==> config.mk <==
export PLATFORM = sky130hd
export DESIGN_NAME = battery_backup_mode_controller_flat
export DESIGN_NICKNAME = d
export VERILOG_FILES = /design/src/design/bbmc_pkg.sv /design/src/design/bbmc_req_if.sv /design/src/design/bbmc_rsp_if.sv /design/src/design/bbmc_csr.sv /design/src/design/bbmc_step.sv /design/src/design/battery_backup_mode_controller.sv /design/src/flat_wrapper.sv
export SDC_FILE = /design/constraint.sdc
export NUM_CORES = 1
export LEC_CHECK = 0
export BUFFER_PORTS_ARGS = -buffer_cell sky130_fd_sc_hd__buf_2
export CAP_MARGIN = 10
export CORE_ASPECT_RATIO = 1.2
export CORE_MARGIN = 2
export CORE_UTILIZATION = 46
export DETAILED_ROUTE_END_ITERATION = 16
export SLEW_MARGIN = 0
export SYNTH_ARGS = -nofsm -noshare
export SYNTH_HDL_FRONTEND = slang
export SYNTH_HIERARCHICAL = 1
export SYNTH_SLANG_ARGS = --single-unit
export TNS_END_PERCENT = 30
==> constraint.sdc <==
create_clock -name clock -period 5.36 [get_ports clock]
set_clock_uncertainty 0.2 [all_clocks]
set_input_delay 0.268 -clock clock [delete_from_list [all_inputs] [get_ports clock]]
set_output_delay 0.268 -clock clock [all_outputs]
set_load 0.03 [all_outputs]
==> src/design/bbmc_pkg.sv <==
`timescale 1ns / 1ps

package bbmc_pkg;

   localparam int LEVEL_W   = 16;
   localparam int TEMP_W    = 11;
   localparam int PCT_W     = 7;
   localparam int MODE_W    = 3;
   localparam int LAMPS     = 5;
   localparam int HOLD_W    = 4;
   localparam int CSR_IDX_W = 3;
   localparam int CSR_DAT_W = 16;

   // Register indexes of the configuration port.
   localparam logic [CSR_IDX_W-1:0] CSR_BATTERY_PRESENT = 3'd0;
   localparam logic [CSR_IDX_W-1:0] CSR_BATTERY_EMPTY   = 3'd1;
   localparam logic [CSR_IDX_W-1:0] CSR_BATTERY_FULL    = 3'd2;
   localparam logic [CSR_IDX_W-1:0] CSR_SUPPLY_START    = 3'd3;
   localparam logic [CSR_IDX_W-1:0] CSR_SUPPLY_STOP     = 3'd4;
   localparam logic [CSR_IDX_W-1:0] CSR_CHARGE_START    = 3'd5;
   localparam logic [CSR_IDX_W-1:0] CSR_CHARGE_STOP     = 3'd6;
   localparam logic [CSR_IDX_W-1:0] CSR_TEMP_LIMIT      = 3'd7;

   // Reset values of the configuration registers.
   localparam logic [LEVEL_W-1:0]       RST_BATTERY_PRESENT = 16'd9000;
   localparam logic [LEVEL_W-1:0]       RST_BATTERY_EMPTY   = 16'd11000;
   localparam logic [LEVEL_W-1:0]       RST_BATTERY_FULL    = 16'd13800;
   localparam logic [LEVEL_W-1:0]       RST_SUPPLY_START    = 16'd11500;
   localparam logic [LEVEL_W-1:0]       RST_SUPPLY_STOP     = 16'd12500;
   localparam logic [LEVEL_W-1:0]       RST_CHARGE_START    = 16'd13000;
   localparam logic [LEVEL_W-1:0]       RST_CHARGE_STOP     = 16'd12300;
   localparam logic signed [TEMP_W-1:0] RST_TEMP_LIMIT      = 11'sd450;

   // Fixed thresholds.
   localparam logic signed [TEMP_W-1:0] HEATER_LEVEL           = 11'sd50;
   localparam logic signed [TEMP_W-1:0] CHARGE_MIN_TEMPERATURE = 11'sd0;
   localparam logic [LEVEL_W-1:0]       MIN_CHARGE_CURRENT     = 16'd100;
   localparam logic [PCT_W-1:0]         LAMP_LIMIT [LAMPS]     = '{7'd10, 7'd30, 7'd50,
                                                                   7'd70, 7'd90};

   // Hold-off loads.
   localparam logic [HOLD_W-1:0] HOLD_MODE_CHANGE = 4'd8;
   localparam logic [HOLD_W-1:0] HOLD_RELAY_CLOSE = 4'd6;
   localparam logic [HOLD_W-1:0] HOLD_RELAY_RETRY = 4'd4;

   // Mode codes as they appear on the result channel.
   localparam logic [MODE_W-1:0] MODE_CODE_INITIAL   = 3'd0;
   localparam logic [MODE_W-1:0] MODE_CODE_READY     = 3'd1;
   localparam logic [MODE_W-1:0] MODE_CODE_SUPPLYING = 3'd2;
   localparam logic [MODE_W-1:0] MODE_CODE_EMPTY     = 3'd3;
   localparam logic [MODE_W-1:0] MODE_CODE_CHARGING  = 3'd4;
   localparam logic [MODE_W-1:0] MODE_CODE_FULL      = 3'd5;

   typedef enum logic [5:0] {
      MODE_INITIAL   = 6'b000001,
      MODE_READY     = 6'b000010,
      MODE_SUPPLYING = 6'b000100,
      MODE_EMPTY     = 6'b001000,
      MODE_CHARGING  = 6'b010000,
      MODE_FULL      = 6'b100000
   } mode_type;

   typedef struct packed {
      logic chg_led;
      logic dis_led;
      logic fan;
      logic boost;
      logic heater;
      logic buck_off;
      logic chg_relay;
   } relay_type;

   localparam relay_type RELAY_RESET = '{chg_led: 1'b0, dis_led: 1'b0, fan: 1'b0,
                                         boost: 1'b0, heater: 1'b0, buck_off: 1'b1,
                                         chg_relay: 1'b0};

   typedef struct packed {
      mode_type           mode;
      logic [HOLD_W-1:0]  holdoff;
      logic               blink;
      logic               charging;
      relay_type          relays;
      logic [LAMPS-1:0]   lamps;
   } state_type;

   typedef struct packed {
      logic [LEVEL_W-1:0]       battery_present;
      logic [LEVEL_W-1:0]       battery_empty;
      logic [LEVEL_W-1:0]       battery_full;
      logic [LEVEL_W-1:0]       supply_start;
      logic [LEVEL_W-1:0]       supply_stop;
      logic [LEVEL_W-1:0]       charge_start;
      logic [LEVEL_W-1:0]       charge_stop;
      logic signed [TEMP_W-1:0] temp_limit;
   } cfg_type;

   typedef struct packed {
      logic [LEVEL_W-1:0]       system_level;
      logic [LEVEL_W-1:0]       battery_level;
      logic signed [TEMP_W-1:0] battery_temperature;
      logic [LEVEL_W-1:0]       current_magnitude;
      logic [PCT_W-1:0]         charge_percent;
   } req_type;

   typedef struct packed {
      logic [MODE_W-1:0] mode;
      logic              charge_relay;
      logic              buck_output_off;
      logic              heater_relay;
      logic              boost_input_relay;
      logic              fan_on;
      logic              discharge_led;
      logic              charge_led;
      logic [LAMPS-1:0]  level_leds;
   } rsp_type;

   function automatic logic [MODE_W-1:0] mode_code(input mode_type m);
      logic [MODE_W-1:0] c;
      unique case (m)
         MODE_INITIAL:   c = MODE_CODE_INITIAL;
         MODE_READY:     c = MODE_CODE_READY;
         MODE_SUPPLYING: c = MODE_CODE_SUPPLYING;
         MODE_EMPTY:     c = MODE_CODE_EMPTY;
         MODE_CHARGING:  c = MODE_CODE_CHARGING;
         MODE_FULL:      c = MODE_CODE_FULL;
         default:        c = MODE_CODE_INITIAL;
      endcase
      return c;
   endfunction

endpackage

==> src/design/bbmc_req_if.sv <==
`timescale 1ns / 1ps

interface bbmc_req_if;
   logic                                          valid;
   logic                                          ready;
   logic [bbmc_pkg::LEVEL_W-1:0]                  system_level;
   logic [bbmc_pkg::LEVEL_W-1:0]                  battery_level;
   logic signed [bbmc_pkg::TEMP_W-1:0]            battery_temperature;
   logic [bbmc_pkg::LEVEL_W-1:0]                  current_magnitude;
   logic [bbmc_pkg::PCT_W-1:0]                    charge_percent;

   modport source (output valid, system_level, battery_level, battery_temperature,
                   current_magnitude, charge_percent, input ready);
   modport sink   (input valid, system_level, battery_level, battery_temperature,
                   current_magnitude, charge_percent, output ready);
endinterface

==> src/design/bbmc_rsp_if.sv <==
`timescale 1ns / 1ps

interface bbmc_rsp_if;
   logic                              valid;
   logic                              ready;
   logic [bbmc_pkg::MODE_W-1:0]       mode;
   logic                              charge_relay;
   logic                              buck_output_off;
   logic                              heater_relay;
   logic                              boost_input_relay;
   logic                              fan_on;
   logic                              discharge_led;
   logic                              charge_led;
   logic [bbmc_pkg::LAMPS-1:0]        level_leds;

   modport source (output valid, mode, charge_relay, buck_output_off, heater_relay,
                   boost_input_relay, fan_on, discharge_led, charge_led, level_leds,
                   input ready);
   modport sink   (input valid, mode, charge_relay, buck_output_off, heater_relay,
                   boost_input_relay, fan_on, discharge_led, charge_led, level_leds,
                   output ready);
endinterface

==> src/design/bbmc_csr.sv <==
`timescale 1ns / 1ps

module bbmc_csr (
   input  logic                               clock,
   input  logic                               reset,
   input  logic                               write_enable,
   input  logic [bbmc_pkg::CSR_IDX_W-1:0]     index,
   input  logic [bbmc_pkg::CSR_DAT_W-1:0]     write_data,
   output bbmc_pkg::cfg_type                  cfg
);

   bbmc_pkg::cfg_type cfg_ff;
   bbmc_pkg::cfg_type cfg_in;

   always_comb begin
      cfg_in = cfg_ff;
      if (write_enable) begin
         unique case (index)
            bbmc_pkg::CSR_BATTERY_PRESENT: cfg_in.battery_present = write_data;
            bbmc_pkg::CSR_BATTERY_EMPTY:   cfg_in.battery_empty   = write_data;
            bbmc_pkg::CSR_BATTERY_FULL:    cfg_in.battery_full    = write_data;
            bbmc_pkg::CSR_SUPPLY_START:    cfg_in.supply_start    = write_data;
            bbmc_pkg::CSR_SUPPLY_STOP:     cfg_in.supply_stop     = write_data;
            bbmc_pkg::CSR_CHARGE_START:    cfg_in.charge_start    = write_data;
            bbmc_pkg::CSR_CHARGE_STOP:     cfg_in.charge_stop     = write_data;
            bbmc_pkg::CSR_TEMP_LIMIT:
               cfg_in.temp_limit = signed'(write_data[bbmc_pkg::TEMP_W-1:0]);
            default: cfg_in = cfg_ff;
         endcase
      end
   end

   always_ff @(posedge clock) begin
      if (reset) begin
         cfg_ff.battery_present <= bbmc_pkg::RST_BATTERY_PRESENT;
         cfg_ff.battery_empty   <= bbmc_pkg::RST_BATTERY_EMPTY;
         cfg_ff.battery_full    <= bbmc_pkg::RST_BATTERY_FULL;
         cfg_ff.supply_start    <= bbmc_pkg::RST_SUPPLY_START;
         cfg_ff.supply_stop     <= bbmc_pkg::RST_SUPPLY_STOP;
         cfg_ff.charge_start    <= bbmc_pkg::RST_CHARGE_START;
         cfg_ff.charge_stop     <= bbmc_pkg::RST_CHARGE_STOP;
         cfg_ff.temp_limit      <= bbmc_pkg::RST_TEMP_LIMIT;
      end else begin
         cfg_ff <= cfg_in;
      end
   end

   assign cfg = cfg_ff;

endmodule

==> src/design/bbmc_step.sv <==
`timescale 1ns / 1ps

// Next-state and result logic for one tick. Purely combinational.
module bbmc_step (
   input  bbmc_pkg::cfg_type    cfg,
   input  bbmc_pkg::state_type  state,
   input  bbmc_pkg::req_type    req,
   output bbmc_pkg::state_type  state_next,
   output bbmc_pkg::rsp_type    rsp
);

   logic [bbmc_pkg::LAMPS-1:0]   lit;
   logic [bbmc_pkg::LAMPS:0]     lit_inc;
   logic [bbmc_pkg::LAMPS-1:0]   lamps;
   logic                         blink;
   logic                         chg_ok;
   logic                         stop;
   bbmc_pkg::state_type          nx;

   // Level lamps are a thermometer code, so the first unlit lamp is the
   // single bit that lit + 1 adds.
   always_comb begin
      for (int i = 0; i < bbmc_pkg::LAMPS; i++) begin
         lit[i] = req.charge_percent > bbmc_pkg::LAMP_LIMIT[i];
      end
      lit_inc = {1'b0, lit} + {{bbmc_pkg::LAMPS{1'b0}}, 1'b1};
      lamps   = (state.relays.chg_led && blink) ? (lit | lit_inc[bbmc_pkg::LAMPS-1:0]) : lit;
   end

   assign blink = ~state.blink;

   always_comb begin
      nx       = state;
      nx.blink = blink;
      chg_ok   = 1'b0;
      stop     = 1'b0;
      if (state.mode != bbmc_pkg::MODE_INITIAL) begin
         nx.lamps = lamps;
      end

      if (state.holdoff != '0) begin
         nx.holdoff = state.holdoff - 1'b1;
      end else begin
         unique case (state.mode)
            bbmc_pkg::MODE_INITIAL: begin
               nx.relays = bbmc_pkg::RELAY_RESET;
               nx.lamps  = '0;
               if (req.battery_level > cfg.battery_present) begin
                  nx.mode    = bbmc_pkg::MODE_READY;
                  nx.holdoff = bbmc_pkg::HOLD_MODE_CHANGE;
               end else begin
                  nx.relays.dis_led = blink;
                  nx.relays.chg_led = ~blink;
               end
            end

            bbmc_pkg::MODE_READY: begin
               nx.relays.dis_led = 1'b0;
               nx.relays.chg_led = 1'b0;
               if (req.battery_level >= cfg.battery_present) begin
                  priority if (req.system_level <= cfg.supply_start) begin
                     nx.mode    = bbmc_pkg::MODE_SUPPLYING;
                     nx.holdoff = bbmc_pkg::HOLD_MODE_CHANGE;
                  end else if (req.system_level >= cfg.charge_start) begin
                     nx.mode    = bbmc_pkg::MODE_CHARGING;
                     nx.holdoff = bbmc_pkg::HOLD_MODE_CHANGE;
                  end else if (req.battery_level <= cfg.battery_empty) begin
                     nx.mode    = bbmc_pkg::MODE_EMPTY;
                     nx.holdoff = bbmc_pkg::HOLD_MODE_CHANGE;
                  end else begin
                     nx.mode = state.mode;
                  end
               end
            end

            bbmc_pkg::MODE_SUPPLYING: begin
               nx.relays.dis_led  = 1'b1;
               nx.relays.buck_off = req.battery_temperature > cfg.temp_limit;
               priority if (req.system_level >= cfg.supply_stop) begin
                  stop       = 1'b1;
                  nx.mode    = bbmc_pkg::MODE_READY;
                  nx.holdoff = bbmc_pkg::HOLD_MODE_CHANGE;
               end else if (req.battery_level <= cfg.battery_empty) begin
                  stop       = 1'b1;
                  nx.mode    = bbmc_pkg::MODE_EMPTY;
                  nx.holdoff = bbmc_pkg::HOLD_MODE_CHANGE;
               end else begin
                  stop = 1'b0;
               end
               if (stop) begin
                  nx.relays.dis_led  = 1'b0;
                  nx.relays.buck_off = 1'b1;
               end
            end

            bbmc_pkg::MODE_EMPTY: begin
               nx.relays.dis_led = blink;
               if (req.system_level >= cfg.charge_start) begin
                  nx.relays.dis_led = 1'b0;
                  nx.mode           = bbmc_pkg::MODE_CHARGING;
                  nx.holdoff        = bbmc_pkg::HOLD_MODE_CHANGE;
               end
            end

            bbmc_pkg::MODE_CHARGING: begin
               nx.relays.heater = req.battery_temperature < bbmc_pkg::HEATER_LEVEL;
               chg_ok = (state.charging ||
                         req.battery_temperature >= bbmc_pkg::CHARGE_MIN_TEMPERATURE) &&
                        req.battery_temperature <= cfg.temp_limit;
               if (chg_ok) begin
                  if (!state.charging) begin
                     nx.relays.chg_led = 1'b1;
                     nx.relays.fan     = 1'b1;
                     nx.relays.boost   = 1'b1;
                     nx.charging       = 1'b1;
                  end
               end else begin
                  nx.relays.chg_led   = blink;
                  nx.relays.fan       = 1'b0;
                  nx.relays.boost     = 1'b0;
                  nx.relays.chg_relay = 1'b0;
                  nx.charging         = 1'b0;
               end

               // Close the relay first, then let it settle; on low current
               // below full, open it again and retry after a short wait.
               priority if (nx.charging && !nx.relays.chg_relay) begin
                  nx.relays.chg_relay = 1'b1;
                  nx.holdoff          = bbmc_pkg::HOLD_RELAY_CLOSE;
               end else if (req.system_level <= cfg.charge_stop) begin
                  stop       = 1'b1;
                  nx.mode    = bbmc_pkg::MODE_READY;
                  nx.holdoff = bbmc_pkg::HOLD_MODE_CHANGE;
               end else if (nx.charging &&
                            req.current_magnitude <= bbmc_pkg::MIN_CHARGE_CURRENT) begin
                  if (req.battery_level >= cfg.battery_full) begin
                     stop       = 1'b1;
                     nx.mode    = bbmc_pkg::MODE_FULL;
                     nx.holdoff = bbmc_pkg::HOLD_MODE_CHANGE;
                  end else begin
                     nx.relays.chg_relay = 1'b0;
                     nx.holdoff          = bbmc_pkg::HOLD_RELAY_RETRY;
                  end
               end else begin
                  stop = 1'b0;
               end

               if (stop) begin
                  nx.charging         = 1'b0;
                  nx.relays.chg_led   = 1'b0;
                  nx.relays.fan       = 1'b0;
                  nx.relays.boost     = 1'b0;
                  nx.relays.chg_relay = 1'b0;
                  nx.relays.heater    = 1'b0;
               end
            end

            bbmc_pkg::MODE_FULL: begin
               if (req.system_level <= cfg.charge_stop) begin
                  nx.mode    = bbmc_pkg::MODE_READY;
                  nx.holdoff = bbmc_pkg::HOLD_MODE_CHANGE;
               end
            end

            default: nx = state;
         endcase
      end
   end

   assign state_next = nx;

   always_comb begin
      rsp.mode              = bbmc_pkg::mode_code(nx.mode);
      rsp.charge_relay      = nx.relays.chg_relay;
      rsp.buck_output_off   = nx.relays.buck_off;
      rsp.heater_relay      = nx.relays.heater;
      rsp.boost_input_relay = nx.relays.boost;
      rsp.fan_on            = nx.relays.fan;
      rsp.discharge_led     = nx.relays.dis_led;
      rsp.charge_led        = nx.relays.chg_led;
      rsp.level_leds        = nx.lamps;
   end

endmodule

==> src/design/battery_backup_mode_controller.sv <==
`timescale 1ns / 1ps

// Channel   Direction  Beat contents
// req_port  in         system_level, battery_level, battery_temperature,
//                      current_magnitude, charge_percent (one tick)
// rsp_port  out        mode, five relay and fan bits, two indicator lamps,
//                      level_leds (one result per tick)
// csr_*     in         write enable, register index 0..7, 16-bit write data
//
// Each tick beat yields exactly one result beat. The accepting edge loads the
// input register, and the beat passes through the step logic into the result
// register at an edge where the result register is empty or its beat is taken.
// A new beat can be taken every cycle; throughput is one beat per clock unless
// the result side holds off.
// Reset is synchronous and active high; it returns the controller to the
// initial mode with the buck output off and all configuration at defaults.
// When the result register is full and not taken, the input register holds
// its beat and req_port.ready drops once the input register is also full.

module battery_backup_mode_controller (
   input  logic                               clock,
   input  logic                               reset,
   bbmc_req_if.sink                           req_port,
   bbmc_rsp_if.source                         rsp_port,
   input  logic                               csr_write_enable,
   input  logic [bbmc_pkg::CSR_IDX_W-1:0]     csr_index,
   input  logic [bbmc_pkg::CSR_DAT_W-1:0]     csr_write_data
);

   bbmc_pkg::cfg_type    cfg;

   // Input register stage.
   logic                 in_valid_ff;
   logic                 in_valid_in;
   bbmc_pkg::req_type    in_data_ff;
   bbmc_pkg::req_type    in_data_in;

   // Controller state, updated when a beat moves into the result register.
   bbmc_pkg::state_type  state_ff;
   bbmc_pkg::state_type  state_in;
   bbmc_pkg::state_type  step_state;

   // Result register stage.
   logic                 rsp_valid_ff;
   logic                 rsp_valid_in;
   bbmc_pkg::rsp_type    rsp_data_ff;
   bbmc_pkg::rsp_type    rsp_data_in;
   bbmc_pkg::rsp_type    step_rsp;

   logic                 advance;
   logic                 req_take;

   bbmc_csr u_csr (
      .clock        (clock),
      .reset        (reset),
      .write_enable (csr_write_enable),
      .index        (csr_index),
      .write_data   (csr_write_data),
      .cfg          (cfg)
   );

   bbmc_step u_step (
      .cfg        (cfg),
      .state      (state_ff),
      .req        (in_data_ff),
      .state_next (step_state),
      .rsp        (step_rsp)
   );

   // A buffered tick moves on whenever the result register is empty or its
   // beat is being taken in this cycle.
   assign advance  = in_valid_ff && (!rsp_valid_ff || rsp_port.ready);
   assign req_port.ready = !in_valid_ff || advance;
   assign req_take = req_port.valid && req_port.ready;

   always_comb begin
      in_data_in.system_level        = req_port.system_level;
      in_data_in.battery_level       = req_port.battery_level;
      in_data_in.battery_temperature = req_port.battery_temperature;
      in_data_in.current_magnitude   = req_port.current_magnitude;
      in_data_in.charge_percent      = req_port.charge_percent;
   end

   assign in_valid_in  = req_take || (in_valid_ff && !advance);
   assign state_in     = advance ? step_state : state_ff;
   assign rsp_valid_in = advance || (rsp_valid_ff && !rsp_port.ready);
   assign rsp_data_in  = step_rsp;

   always_ff @(posedge clock) begin
      if (reset) begin
         in_valid_ff      <= 1'b0;
         rsp_valid_ff     <= 1'b0;
         state_ff.mode    <= bbmc_pkg::MODE_INITIAL;
         state_ff.holdoff <= '0;
         state_ff.blink   <= 1'b0;
         state_ff.charging <= 1'b0;
         state_ff.relays  <= bbmc_pkg::RELAY_RESET;
         state_ff.lamps   <= '0;
      end else begin
         in_valid_ff  <= in_valid_in;
         rsp_valid_ff <= rsp_valid_in;
         state_ff     <= state_in;
      end
   end

   always_ff @(posedge clock) begin
      if (req_take) begin
         in_data_ff <= in_data_in;
      end
      if (advance) begin
         rsp_data_ff <= rsp_data_in;
      end
   end

   assign rsp_port.valid             = rsp_valid_ff;
   assign rsp_port.mode              = rsp_data_ff.mode;
   assign rsp_port.charge_relay      = rsp_data_ff.charge_relay;
   assign rsp_port.buck_output_off   = rsp_data_ff.buck_output_off;
   assign rsp_port.heater_relay      = rsp_data_ff.heater_relay;
   assign rsp_port.boost_input_relay = rsp_data_ff.boost_input_relay;
   assign rsp_port.fan_on            = rsp_data_ff.fan_on;
   assign rsp_port.discharge_led     = rsp_data_ff.discharge_led;
   assign rsp_port.charge_led        = rsp_data_ff.charge_led;
   assign rsp_port.level_leds        = rsp_data_ff.level_leds;

endmodule

==> src/flat_wrapper.sv <==
// flat-port wrapper written by rule: the top's interface ports become plain ports
module battery_backup_mode_controller_flat 
  (clock, reset, csr_write_enable, csr_index, csr_write_data, req_port_valid, req_port_system_level, req_port_battery_level, req_port_battery_temperature, req_port_current_magnitude, req_port_charge_percent, req_port_ready, rsp_port_valid, rsp_port_mode, rsp_port_charge_relay, rsp_port_buck_output_off, rsp_port_heater_relay, rsp_port_boost_input_relay, rsp_port_fan_on, rsp_port_discharge_led, rsp_port_charge_led, rsp_port_level_leds, rsp_port_ready);
  bbmc_req_if req_port_i ();
  bbmc_rsp_if rsp_port_i ();
  input  logic clock;
  input  logic reset;
  input  logic csr_write_enable;
  input  logic [bbmc_pkg::CSR_IDX_W-1:0] csr_index;
  input  logic [bbmc_pkg::CSR_DAT_W-1:0] csr_write_data;
  input wire logic [$bits(req_port_i.valid)-1:0] req_port_valid;
  input wire logic [$bits(req_port_i.system_level)-1:0] req_port_system_level;
  input wire logic [$bits(req_port_i.battery_level)-1:0] req_port_battery_level;
  input wire logic [$bits(req_port_i.battery_temperature)-1:0] req_port_battery_temperature;
  input wire logic [$bits(req_port_i.current_magnitude)-1:0] req_port_current_magnitude;
  input wire logic [$bits(req_port_i.charge_percent)-1:0] req_port_charge_percent;
  output wire logic [$bits(req_port_i.ready)-1:0] req_port_ready;
  output wire logic [$bits(rsp_port_i.valid)-1:0] rsp_port_valid;
  output wire logic [$bits(rsp_port_i.mode)-1:0] rsp_port_mode;
  output wire logic [$bits(rsp_port_i.charge_relay)-1:0] rsp_port_charge_relay;
  output wire logic [$bits(rsp_port_i.buck_output_off)-1:0] rsp_port_buck_output_off;
  output wire logic [$bits(rsp_port_i.heater_relay)-1:0] rsp_port_heater_relay;
  output wire logic [$bits(rsp_port_i.boost_input_relay)-1:0] rsp_port_boost_input_relay;
  output wire logic [$bits(rsp_port_i.fan_on)-1:0] rsp_port_fan_on;
  output wire logic [$bits(rsp_port_i.discharge_led)-1:0] rsp_port_discharge_led;
  output wire logic [$bits(rsp_port_i.charge_led)-1:0] rsp_port_charge_led;
  output wire logic [$bits(rsp_port_i.level_leds)-1:0] rsp_port_level_leds;
  input wire logic [$bits(rsp_port_i.ready)-1:0] rsp_port_ready;
  assign req_port_i.valid = req_port_valid;
  assign req_port_i.system_level = req_port_system_level;
  assign req_port_i.battery_level = req_port_battery_level;
  assign req_port_i.battery_temperature = req_port_battery_temperature;
  assign req_port_i.current_magnitude = req_port_current_magnitude;
  assign req_port_i.charge_percent = req_port_charge_percent;
  assign req_port_ready = req_port_i.ready;
  assign rsp_port_valid = rsp_port_i.valid;
  assign rsp_port_mode = rsp_port_i.mode;
  assign rsp_port_charge_relay = rsp_port_i.charge_relay;
  assign rsp_port_buck_output_off = rsp_port_i.buck_output_off;
  assign rsp_port_heater_relay = rsp_port_i.heater_relay;
  assign rsp_port_boost_input_relay = rsp_port_i.boost_input_relay;
  assign rsp_port_fan_on = rsp_port_i.fan_on;
  assign rsp_port_discharge_led = rsp_port_i.discharge_led;
  assign rsp_port_charge_led = rsp_port_i.charge_led;
  assign rsp_port_level_leds = rsp_port_i.level_leds;
  assign rsp_port_i.ready = rsp_port_ready;
  battery_backup_mode_controller u_core (.clock(clock), .reset(reset), .req_port(req_port_i), .rsp_port(rsp_port_i), .csr_write_enable(csr_write_enable), .csr_index(csr_index), .csr_write_data(csr_write_data));
endmodule
==> results.yml, run 1 <==
drt:
  first_pass_iters: 5
  post_drt_wl_per_cell_um: 17.0
  initialDrtViolationCount: 530
  vias: 9457
  drc: 0
  detail-route-antenna-nets: 0
  totalWireLength_mm: 30.8
  vias_per_cell: 5.24
pwr:
  powerDensity_nw_per_um2: 306
  power_mw: 4.66
  peakVddDrop_uv: 235
  power_leakage_nw: 6.91
placed_design:
  place_area_um2: 13500
  port-buffer-count: 106
  place_worst_setup_slack_ps: 1700
  gp_congestion: 0.923
  hpwl_mm: 21.9
die:
  fp.dieH_um: 187
  initial_core_util_pct: 47.0
  io_pins: 107
  die_area_um2: 29200
  core_um2: 27300
  rows: 66
  die_x_um: 156
clocking:
  cts.sinks: 230
  clk_pin_slew_ps: 60
  cts_buffers: 26
  cts_buffer_depth: 3
  insertion_delay_ps: 530
  cts_setup_buffers: 0
  htree_num_levels: 1
  ctsRootBufferMaster: "clkbuf_16"
  ctsResizeCount: 0
  cts_tree: "done"
worst_setup_path:
  cpMostUsedCell: "nand2_1"
  crit_arrival_ps: 3840
  path_cells: "ha_1, a2111o_1, or3_1, o22a_1, or2_1, o221ai_2, nand2_1, o22ai_2, nand2_1, a2111oi_2"
  worst-path-buf-inv: 0
  cp_slowest_cell: "a2111o_1"
  path_max_fanout: 9
  critPathRequiredTime_ps: 5490
  path_delay_family: "compound AO/OA/AOI/OAI gates"
  end_kind: "register"
  path_class: "reg2reg"
  startpoint_type: "register"
  slowest_delay_ps: 450
  rrSetupSlack_ps: 1650
timing:
  max_clock_freq_mhz: 269
  setup_ws_ps: 1650
  fin_setup_tns_ps: 0
  max-slew-margin-rel_pct: 26.3
  finalHoldViolations: 0
  setup_viol: 0
  period_needed_ps: 3710
  worst_slew_pin_slew_ps: 1110
  fin_crit_sh_pct: 69.3
  slew_violations: 0
  rsz0062_at_grt: "false"
logic_synthesis:
  ys_ff_latch: 230
  synth_top_cell_area_share_pct: 23.3
  yosysWarnings: 6
  synthDistinctLibCells: 80
  yosysMostFrequentCell: "dfxtp_1"
  yosys-top-cells-count: "dfxtp_1, mux2i_1, nand2b_1"
  syn_nets: 1492
  ys_top_cells_by_area: "dfxtp_1, edfxtp_1, ha_1"
  async_flop_share_pct: 0
  syn-cell-area_um2: 12800
  synth-edff-count: 81
  synth_ff_type: "dfxtp_1"
  synthCells: 1277
  avgSynthCellArea_um2: 10.0
  ys_seq_area_share_pct: 42.3
  synth_top_area_cell: "dfxtp_1"
finish:
  diodes: 0
  syn2layout_area_growth_pct: 18.9
  register_area_um2: 5420
  nets: 1659
  fillers: 2469
  multi_input_area_um2: 6510
  drive_gt1_share_pct: 12.4
  fin_util_pct: 55.8
  postLayoutCellArea_um2: 15200
grt:
  grt_pass1_wl_mm: 49.8
  antenna_found_initial: 1
  overflow: 0
  grt_pass1_vias: 9646
  grt_use_total_pct: 21.3
  grt_max_degree: 101
status:
  status: "completed"
flow_run:
  maxCapViolCount: 0
hold_path:
  hold_path_class: "in2reg"
-- per-layer routing --
metal  routed length, um  global-route usage, %
met1               14000                   27.7
met4                 918                   6.88
met2               14800                   36.8
met5                  13                      0
met3                 997                   2.48
-- cell type report --
type | instances | area share, %
Clock buffer | 39 | 4.93
Clock inverter | 9 | 0.798
Inverter | 137 | 3.38
Multi-Input combinational cell | 847 | 42.8
Sequential cell | 230 | 35.6
Tap cell | 340 | 2.80
Timing Repair Buffer | 202 | 9.70
-- cell usage in the layout, fill, tap and decap left out, types with 7 or more instances in the layout --
master,instances
dfxtp_1,149
mux2i_1,148
nand2b_1,139
inv_1,136
ha_1,125
buf_2,105
nor2_1,103
dlygate4sd3_1,84
edfxtp_1,81
a21oi_1,52
nand2_1,40
o21ai_0,36
clkbuf_16,27
nand4_1,21
a211oi_1,14
o21a_1,13
buf_4,12
nand3_1,12
o211ai_1,11
clkbuf_1,9
nor4_1,9
nor3_1,9
a31oi_1,7
nor2b_1,7
-- registers in the layout, summed over array words and instances (netlist names) --
register	cells
u_core/rsp_port.buck_output_off	1
u_core/rsp_port.charge_relay	1
u_core/state_ff	24
u_core/rsp_port.boost_input_relay	1
u_core/rsp_port.level_leds	5
u_core/u_csr/cfg	123
u_core/rsp_port.fan_on	1
u_core/rsp_port.valid	1
u_core/in_data_ff	66
u_core/in_valid_ff	1
u_core/rsp_port.charge_led	1
u_core/rsp_port.discharge_led	1
u_core/rsp_port.heater_relay	1
u_core/rsp_port.mode	3
-- repair_timing --
| action | 4_1_cts | 5_1_grt |
|---|---|---|
| hold buffers | 84 | 0 |
| endpoints found under the hold margin | 123 | 0 |
| endpoints found under the setup margin | 0 | 0 |
-- tightest hold or removal path, delay by kind of cell --
family | cells | cell delay (ps)
and+or+nand+nor | 1 | 120
buffers and inverters | 1 | 200
muxes | 1 | 120
-- cell families (layout without fill, tap and decap cells) --
group / Yosys count / count (layout) / synth area share (%)
multiplexers: 148 / 148 / 11.6
AND/OR/NAND/NOR: 385 / 385 / 16.6
flip-flops: 230 / 230 / 42.3
adder cells (fa/ha/maj): 125 / 125 / 12.2
AO/OA/AOI/OAI: 183 / 183 / 9.76
buffers and inverters: 200 / 387 / 7.06
XOR/XNOR: 6 / 6 / 0.411
-- per-stage QoR --
stage               hold slack [ps]  std cells
finish                         28.6       1804
global route                   55.5       1804
CTS                            13.4       1804
detailed placement              246       1672
global placement                244       1672
floorplan                       167       1277
-- report_power, final --
group / switching, mW / total [mW] / leakage, nW / internal (mW)
Sequential: 0.0608 / 1.96 / 1.99 / 1.90
Clock: 0.710 / 1.82 / 0.416 / 1.11
Combinational: 0.493 / 0.880 / 4.50 / 0.387
Total: 1.26 / 4.66 / 6.91 / 3.39
-- path summary, 6_finish.rpt --
kind,cells after the start,start,end
setup / recovery,10,u_core/in_data_ff[32],u_core/rsp_port.mode[0]
hold reg to reg,2,u_core/u_csr/cfg[99],u_core/u_csr/cfg[99]
hold / removal,3,csr_index[2],u_core/u_csr/cfg[96]
setup reg to reg,10,u_core/in_data_ff[32],u_core/rsp_port.mode[0]
Power figures use the tool's default switching activity.
==> inputs of run 2 (changes only) <==
==> constraint.sdc (replaced) <==
create_clock -name clock -period 3.8 [get_ports clock]
set_clock_uncertainty 0.2 [all_clocks]
set_input_delay 0.19 -clock clock [delete_from_list [all_inputs] [get_ports clock]]
set_output_delay 0.19 -clock clock [all_outputs]
set_load 0.03 [all_outputs]
==> results.yml, run 2 (synthesized netlist as in run 1, its figures left out) <==
status:
  status: "completed"
timing:
  period_needed_ps: 3640
  worst_slew_pin_slew_ps: 1020
  max_clock_freq_mhz: 275
  fin_crit_sh_pct: 95.7
  slew_violations: 0
  finalHoldViolations: 0
  max-slew-margin-rel_pct: 32.1
  setup_viol: 0
  rsz0062_at_grt: "false"
  fin_setup_tns_ps: 0
die:
  initial_core_util_pct: 47.0
  die_area_um2: 29200
  rows: 66
  die_x_um: 156
  io_pins: 107
  core_um2: 27300
  fp.dieH_um: 187
clocking:
  cts_setup_buffers: 0
  cts_buffer_depth: 3
  clk_pin_slew_ps: 60
  ctsRootBufferMaster: "clkbuf_16"
  htree_num_levels: 1
  cts_buffers: 25
  insertion_delay_ps: 520
  ctsResizeCount: 0
  cts.sinks: 230
  cts_tree: "done"
drt:
  drc: 0
  first_pass_iters: 5
  detail-route-antenna-nets: 0
  vias_per_cell: 5.18
  vias: 9372
  totalWireLength_mm: 30.3
  post_drt_wl_per_cell_um: 16.8
  initialDrtViolationCount: 435
worst_setup_path:
  startpoint_type: "register"
  path_max_fanout: 9
  path_class: "reg2reg"
  critPathRequiredTime_ps: 4050
  end_kind: "register"
  crit_arrival_ps: 3890
pwr:
  p_clk_share_pct: 38.7
  power_leakage_nw: 6.98
  switching_power_mw: 1.82
  peakVddDrop_uv: 357
  swShare_pct: 27.6
  powerDensity_nw_per_um2: 430
  pwr-share-seq_pct: 42.0
  intPower_mw: 4.76
  pwr-share-comb_pct: 19.3
grt:
  antenna_found_initial: 0
  overflow: 0
  grt_use_total_pct: 21.0
  grt_pass1_vias: 9664
  grt_max_degree: 75
  grt_pass1_wl_mm: 49.3
finish:
  fillers: 2434
  diodes: 0
  nets: 1667
  drive_gt1_share_pct: 13.3
  layout.cells.non_filler: 1810
  syn2layout_area_growth_pct: 19.7
  final_common_cell: "dfxtp_1"
  largest_reg_flops: 123
  mostFrequentLayoutCells: "dfxtp_1, mux2i_1, nand2b_1"
placed_design:
  gp_congestion: 0.889
  hpwl_mm: 21.7
  port-buffer-count: 106
  place_inst: 1677
flow_run:
  maxCapViolCount: 0
hold_path:
  hold_path_class: "in2reg"
-- run 2: changes by cell type in the layout (fill, tap and decap cells not counted), moves of 3 or more --
| cell | previous run | this run |
|---|---|---|
| clkbuf_1 | 9 | 0 |
| clkinv_2 | 1 | 6 |
| buf_4 | 12 | 16 |
| dlygate4sd3_1 | 84 | 88 |
| clkinv_1 | 3 | 0 |
-- run 2: routing by layer --
layer	wire length, um	up-vias	track usage (%)
met5	0	-	0
met4	830	0	6.18
met2	14800	164	36.9
met3	961	53	2.60
met1	13700	4363	27.0
li1	-	4792	-
-- run 2: worst paths after layout --
path,from,end,slack [ps],depth (start not counted)
worst max register to register,u_core/in_data_ff[32],u_core/state_ff[16],160,11
worst min-delay path,csr_write_data[0],u_core/u_csr/cfg[59],10,3
worst max-delay path,u_core/in_data_ff[32],u_core/state_ff[16],160,11
worst min register to register,u_core/u_csr/cfg[93],u_core/u_csr/cfg[93],270,2
-- run 2: critical path, stage by stage (launching register included) --
cell and delay, ps:
edfxtp_1 400, ha_1 330, a2111o_1 440, or3_1 350, o22a_1 310, nor2_2 200, o221ai_2 200, buf_4 210
or4_2 640, o21ai_0 90, nand2b_1 70, mux2i_1 120
-- run 2: through the flow --
stage | total power, mW | area (um2) | setup slack (ps) | hold slack [ps] | util (%)
global placement | 3.99 | 13600 | 249 | 166 | 49.7
finish | 6.58 | 15300 | 162 | 13.1 | 56.2
global route | 6.88 | 15300 | 6.18 | 25.0 | 56.2
floorplan | 3.72 | 12800 | 466 | 88.9 | -
detailed placement | 4.01 | 13600 | 197 | 168 | 49.7
CTS | 6.64 | 15300 | 179 | 5.45 | 56.2
-- run 2: power groups by stage --
| stage | Clock, mW | Combinational, mW | Sequential (mW) |
|---|---|---|---|
| after global placement | 0 | 1.18 | 2.81 |
| final | 2.55 | 1.27 | 2.76 |
| after floorplan | 0 | 0.905 | 2.82 |
| after global routing | 2.70 | 1.40 | 2.78 |
| after CTS | 2.61 | 1.27 | 2.76 |
| after detailed placement | 0 | 1.19 | 2.82 |
-- run 2: repair_timing --
action,4_1_cts,5_1_grt
hold buffers,88,0
endpoints found under the hold margin,169,0
endpoints found under the setup margin,0,0
-- run 2: layout make-up --
type,instances,area [um2],area share [%]
tap,340,425,2.78
clock inverter,12,100,0.654
multi-input combinational,847,6510,42.5
timing repair buffer,211,1570,10.2
inverter,137,514,3.36
sequential,230,5420,35.4
clock buffer,33,781,5.10
==> inputs of run 3 (changes only) <==
--- a/config.mk
+++ b/config.mk
@@ -9,8 +9,9 @@
 export CAP_MARGIN = 10
 export CORE_ASPECT_RATIO = 1.2
 export CORE_MARGIN = 2
-export CORE_UTILIZATION = 46
+export CORE_UTILIZATION = 50
 export DETAILED_ROUTE_END_ITERATION = 16
+export PLACE_DENSITY = 0.69
 export SLEW_MARGIN = 0
 export SYNTH_ARGS = -nofsm -noshare
 export SYNTH_HDL_FRONTEND = slang
==> results.yml, run 3 (synthesized netlist as in run 1, its figures left out) <==
worst_setup_path:
  crit_start: "u_core/in_data_ff[51]"
  r2r-end: "u_core/rsp_port.mode[0]"
  r2r-start: "u_core/in_data_ff[51]"
  path_max_fanout: 4
  end_kind: "register"
  path_class: "reg2reg"
  reg2reg_depth: 12
  worst-path-buf-inv: 1
  cpMostUsedCell: "o211ai_1"
  path_delay_family: "compound AO/OA/AOI/OAI gates"
  critPathRequiredTime_ps: 3920
  slowest_delay_ps: 450
  path_cells: "buf_4, ha_1, nor2b_1, o211ai_1, a2111o_1, o211ai_1, o2111ai_1, o21bai_1, and3_1, o22ai_2, or3_1, a2111oi_2"
  rrSetupSlack_ps: 140
  startpoint_type: "register"
  cp_slowest_cell: "edfxtp_1"
  crit_arrival_ps: 3790
die:
  core_um2: 25300
  initial_core_util_pct: 50.6
  die_area_um2: 26900
  io_pins: 107
  rows: 64
  fp.dieH_um: 179
  die_x_um: 150
clocking:
  clk_pin_slew_ps: 60
  cts.sinks: 230
  insertion_delay_ps: 530
  cts_tree: "done"
  cts_buffers: 25
  htree_num_levels: 1
  ctsRootBufferMaster: "clkbuf_16"
  cts_buffer_depth: 3
drt:
  first_pass_iters: 6
  vias: 9483
  detail-route-antenna-nets: 0
  totalWireLength_mm: 30.0
  post_drt_wl_per_cell_um: 16.6
  vias_per_cell: 5.26
  initialDrtViolationCount: 430
  drc: 0
grt:
  antenna_found_initial: 0
  grt_max_degree: 86
  overflow: 0
  grt_use_total_pct: 22.4
  grt_pass1_vias: 9422
  grt_pass1_wl_mm: 47.9
timing:
  fin_setup_tns_ps: 0
  max-slew-margin-rel_pct: 32.7
  period_needed_ps: 3660
  setup_viol: 0
  max_clock_freq_mhz: 273
  fin_crit_sh_pct: 96.4
  finalHoldViolations: 0
  worst_slew_pin_slew_ps: 1010
  rsz0062_at_grt: "false"
  slew_violations: 0
finish:
  fillers: 2173
  syn2layout_area_growth_pct: 19.1
  nets: 1668
  largest_reg_flops: 123
  final_common_cell: "dfxtp_1"
  mostFrequentLayoutCells: "dfxtp_1, mux2i_1, nand2b_1"
  layout.cells.non_filler: 1802
  diodes: 0
  drive_gt1_share_pct: 13.0
placed_design:
  place_inst: 1665
  hpwl_mm: 21.3
  port-buffer-count: 106
  gp_congestion: 0.887
hold_path:
  hold_path_end: "u_core/u_csr/cfg[0]"
  holdCritStartpoint: "csr_write_data[0]"
  whs_path_depth: 3
  hold_path_class: "in2reg"
pwr:
  peakVddDrop_uv: 332
  powerDensity_nw_per_um2: 420
  power_leakage_nw: 6.94
status:
  status: "completed"
flow_run:
  maxCapViolCount: 0
## run 3: repair_timing
| item | CTS | global route |
|---|---|---|
| setup endpoints to repair | 0 | 3 |
| endpoints found under the hold margin | 165 | 0 |
| hold buffers | 88 | 0 |
| gates resized for setup | 0 | 5 |
| setup buffers | 0 | 2 |
## run 3: layout make-up
cell class | count | area [um2] | area share [%]
clock buffers | 30 | 654 | 4.29
clock inverters | 16 | 146 | 0.961
inverters | 137 | 514 | 3.37
multi-input cells | 847 | 6540 | 42.9
flip-flops and latches | 230 | 5420 | 35.5
well taps | 330 | 413 | 2.71
repair buffers | 212 | 1560 | 10.2
## run 3: where the power goes
group	switching (mW)	internal [mW]	leakage, nW
logic	0.700	0.553	4.55
clock network	1.00	1.37	0.395
registers	0.0858	2.68	1.99
## run 3: per-stage QoR
step | utilization, % | area (um2) | power [mW] | hold WS [ps] | setup slack, ps
floorplan | - | 12800 | 3.72 | 88.9 | 466
global placement | 53.4 | 13500 | 3.96 | 166 | 200
detailed placement | 53.4 | 13500 | 3.98 | 168 | 135
CTS | 60.0 | 15200 | 6.45 | 37.8 | 86.2
global route | 60.2 | 15200 | 6.70 | 73.4 | 10.2
finish | 60.2 | 15200 | 6.39 | 46.3 | 137
## run 3: routing by layer
layer  up-vias  routed length [um]  GRT usage (%)
li1       4788                   -              -
met1      4447               13100           28.0
met2       197               15000           40.2
met3        51                1240           3.13
met4         0                 655           6.45
met5         -                   0              0
## run 3: tightest hold or removal path: stages
cell and delay, ps:
buf_2 90, nand2b_1 250, mux2i_1 210
## run 3: worst max path at each step
stage,slack [ps],to,cells past startpoint
finish,140,u_core/rsp_port.mode[0],12
CTS,90,u_core/rsp_port.mode[1],10
global route,10,u_core/rsp_port.mode[0],12
global placement,200,u_core/rsp_port.mode[0],10
floorplan,470,u_core/rsp_port.mode[0],11
detailed placement,140,u_core/rsp_port.mode[1],10
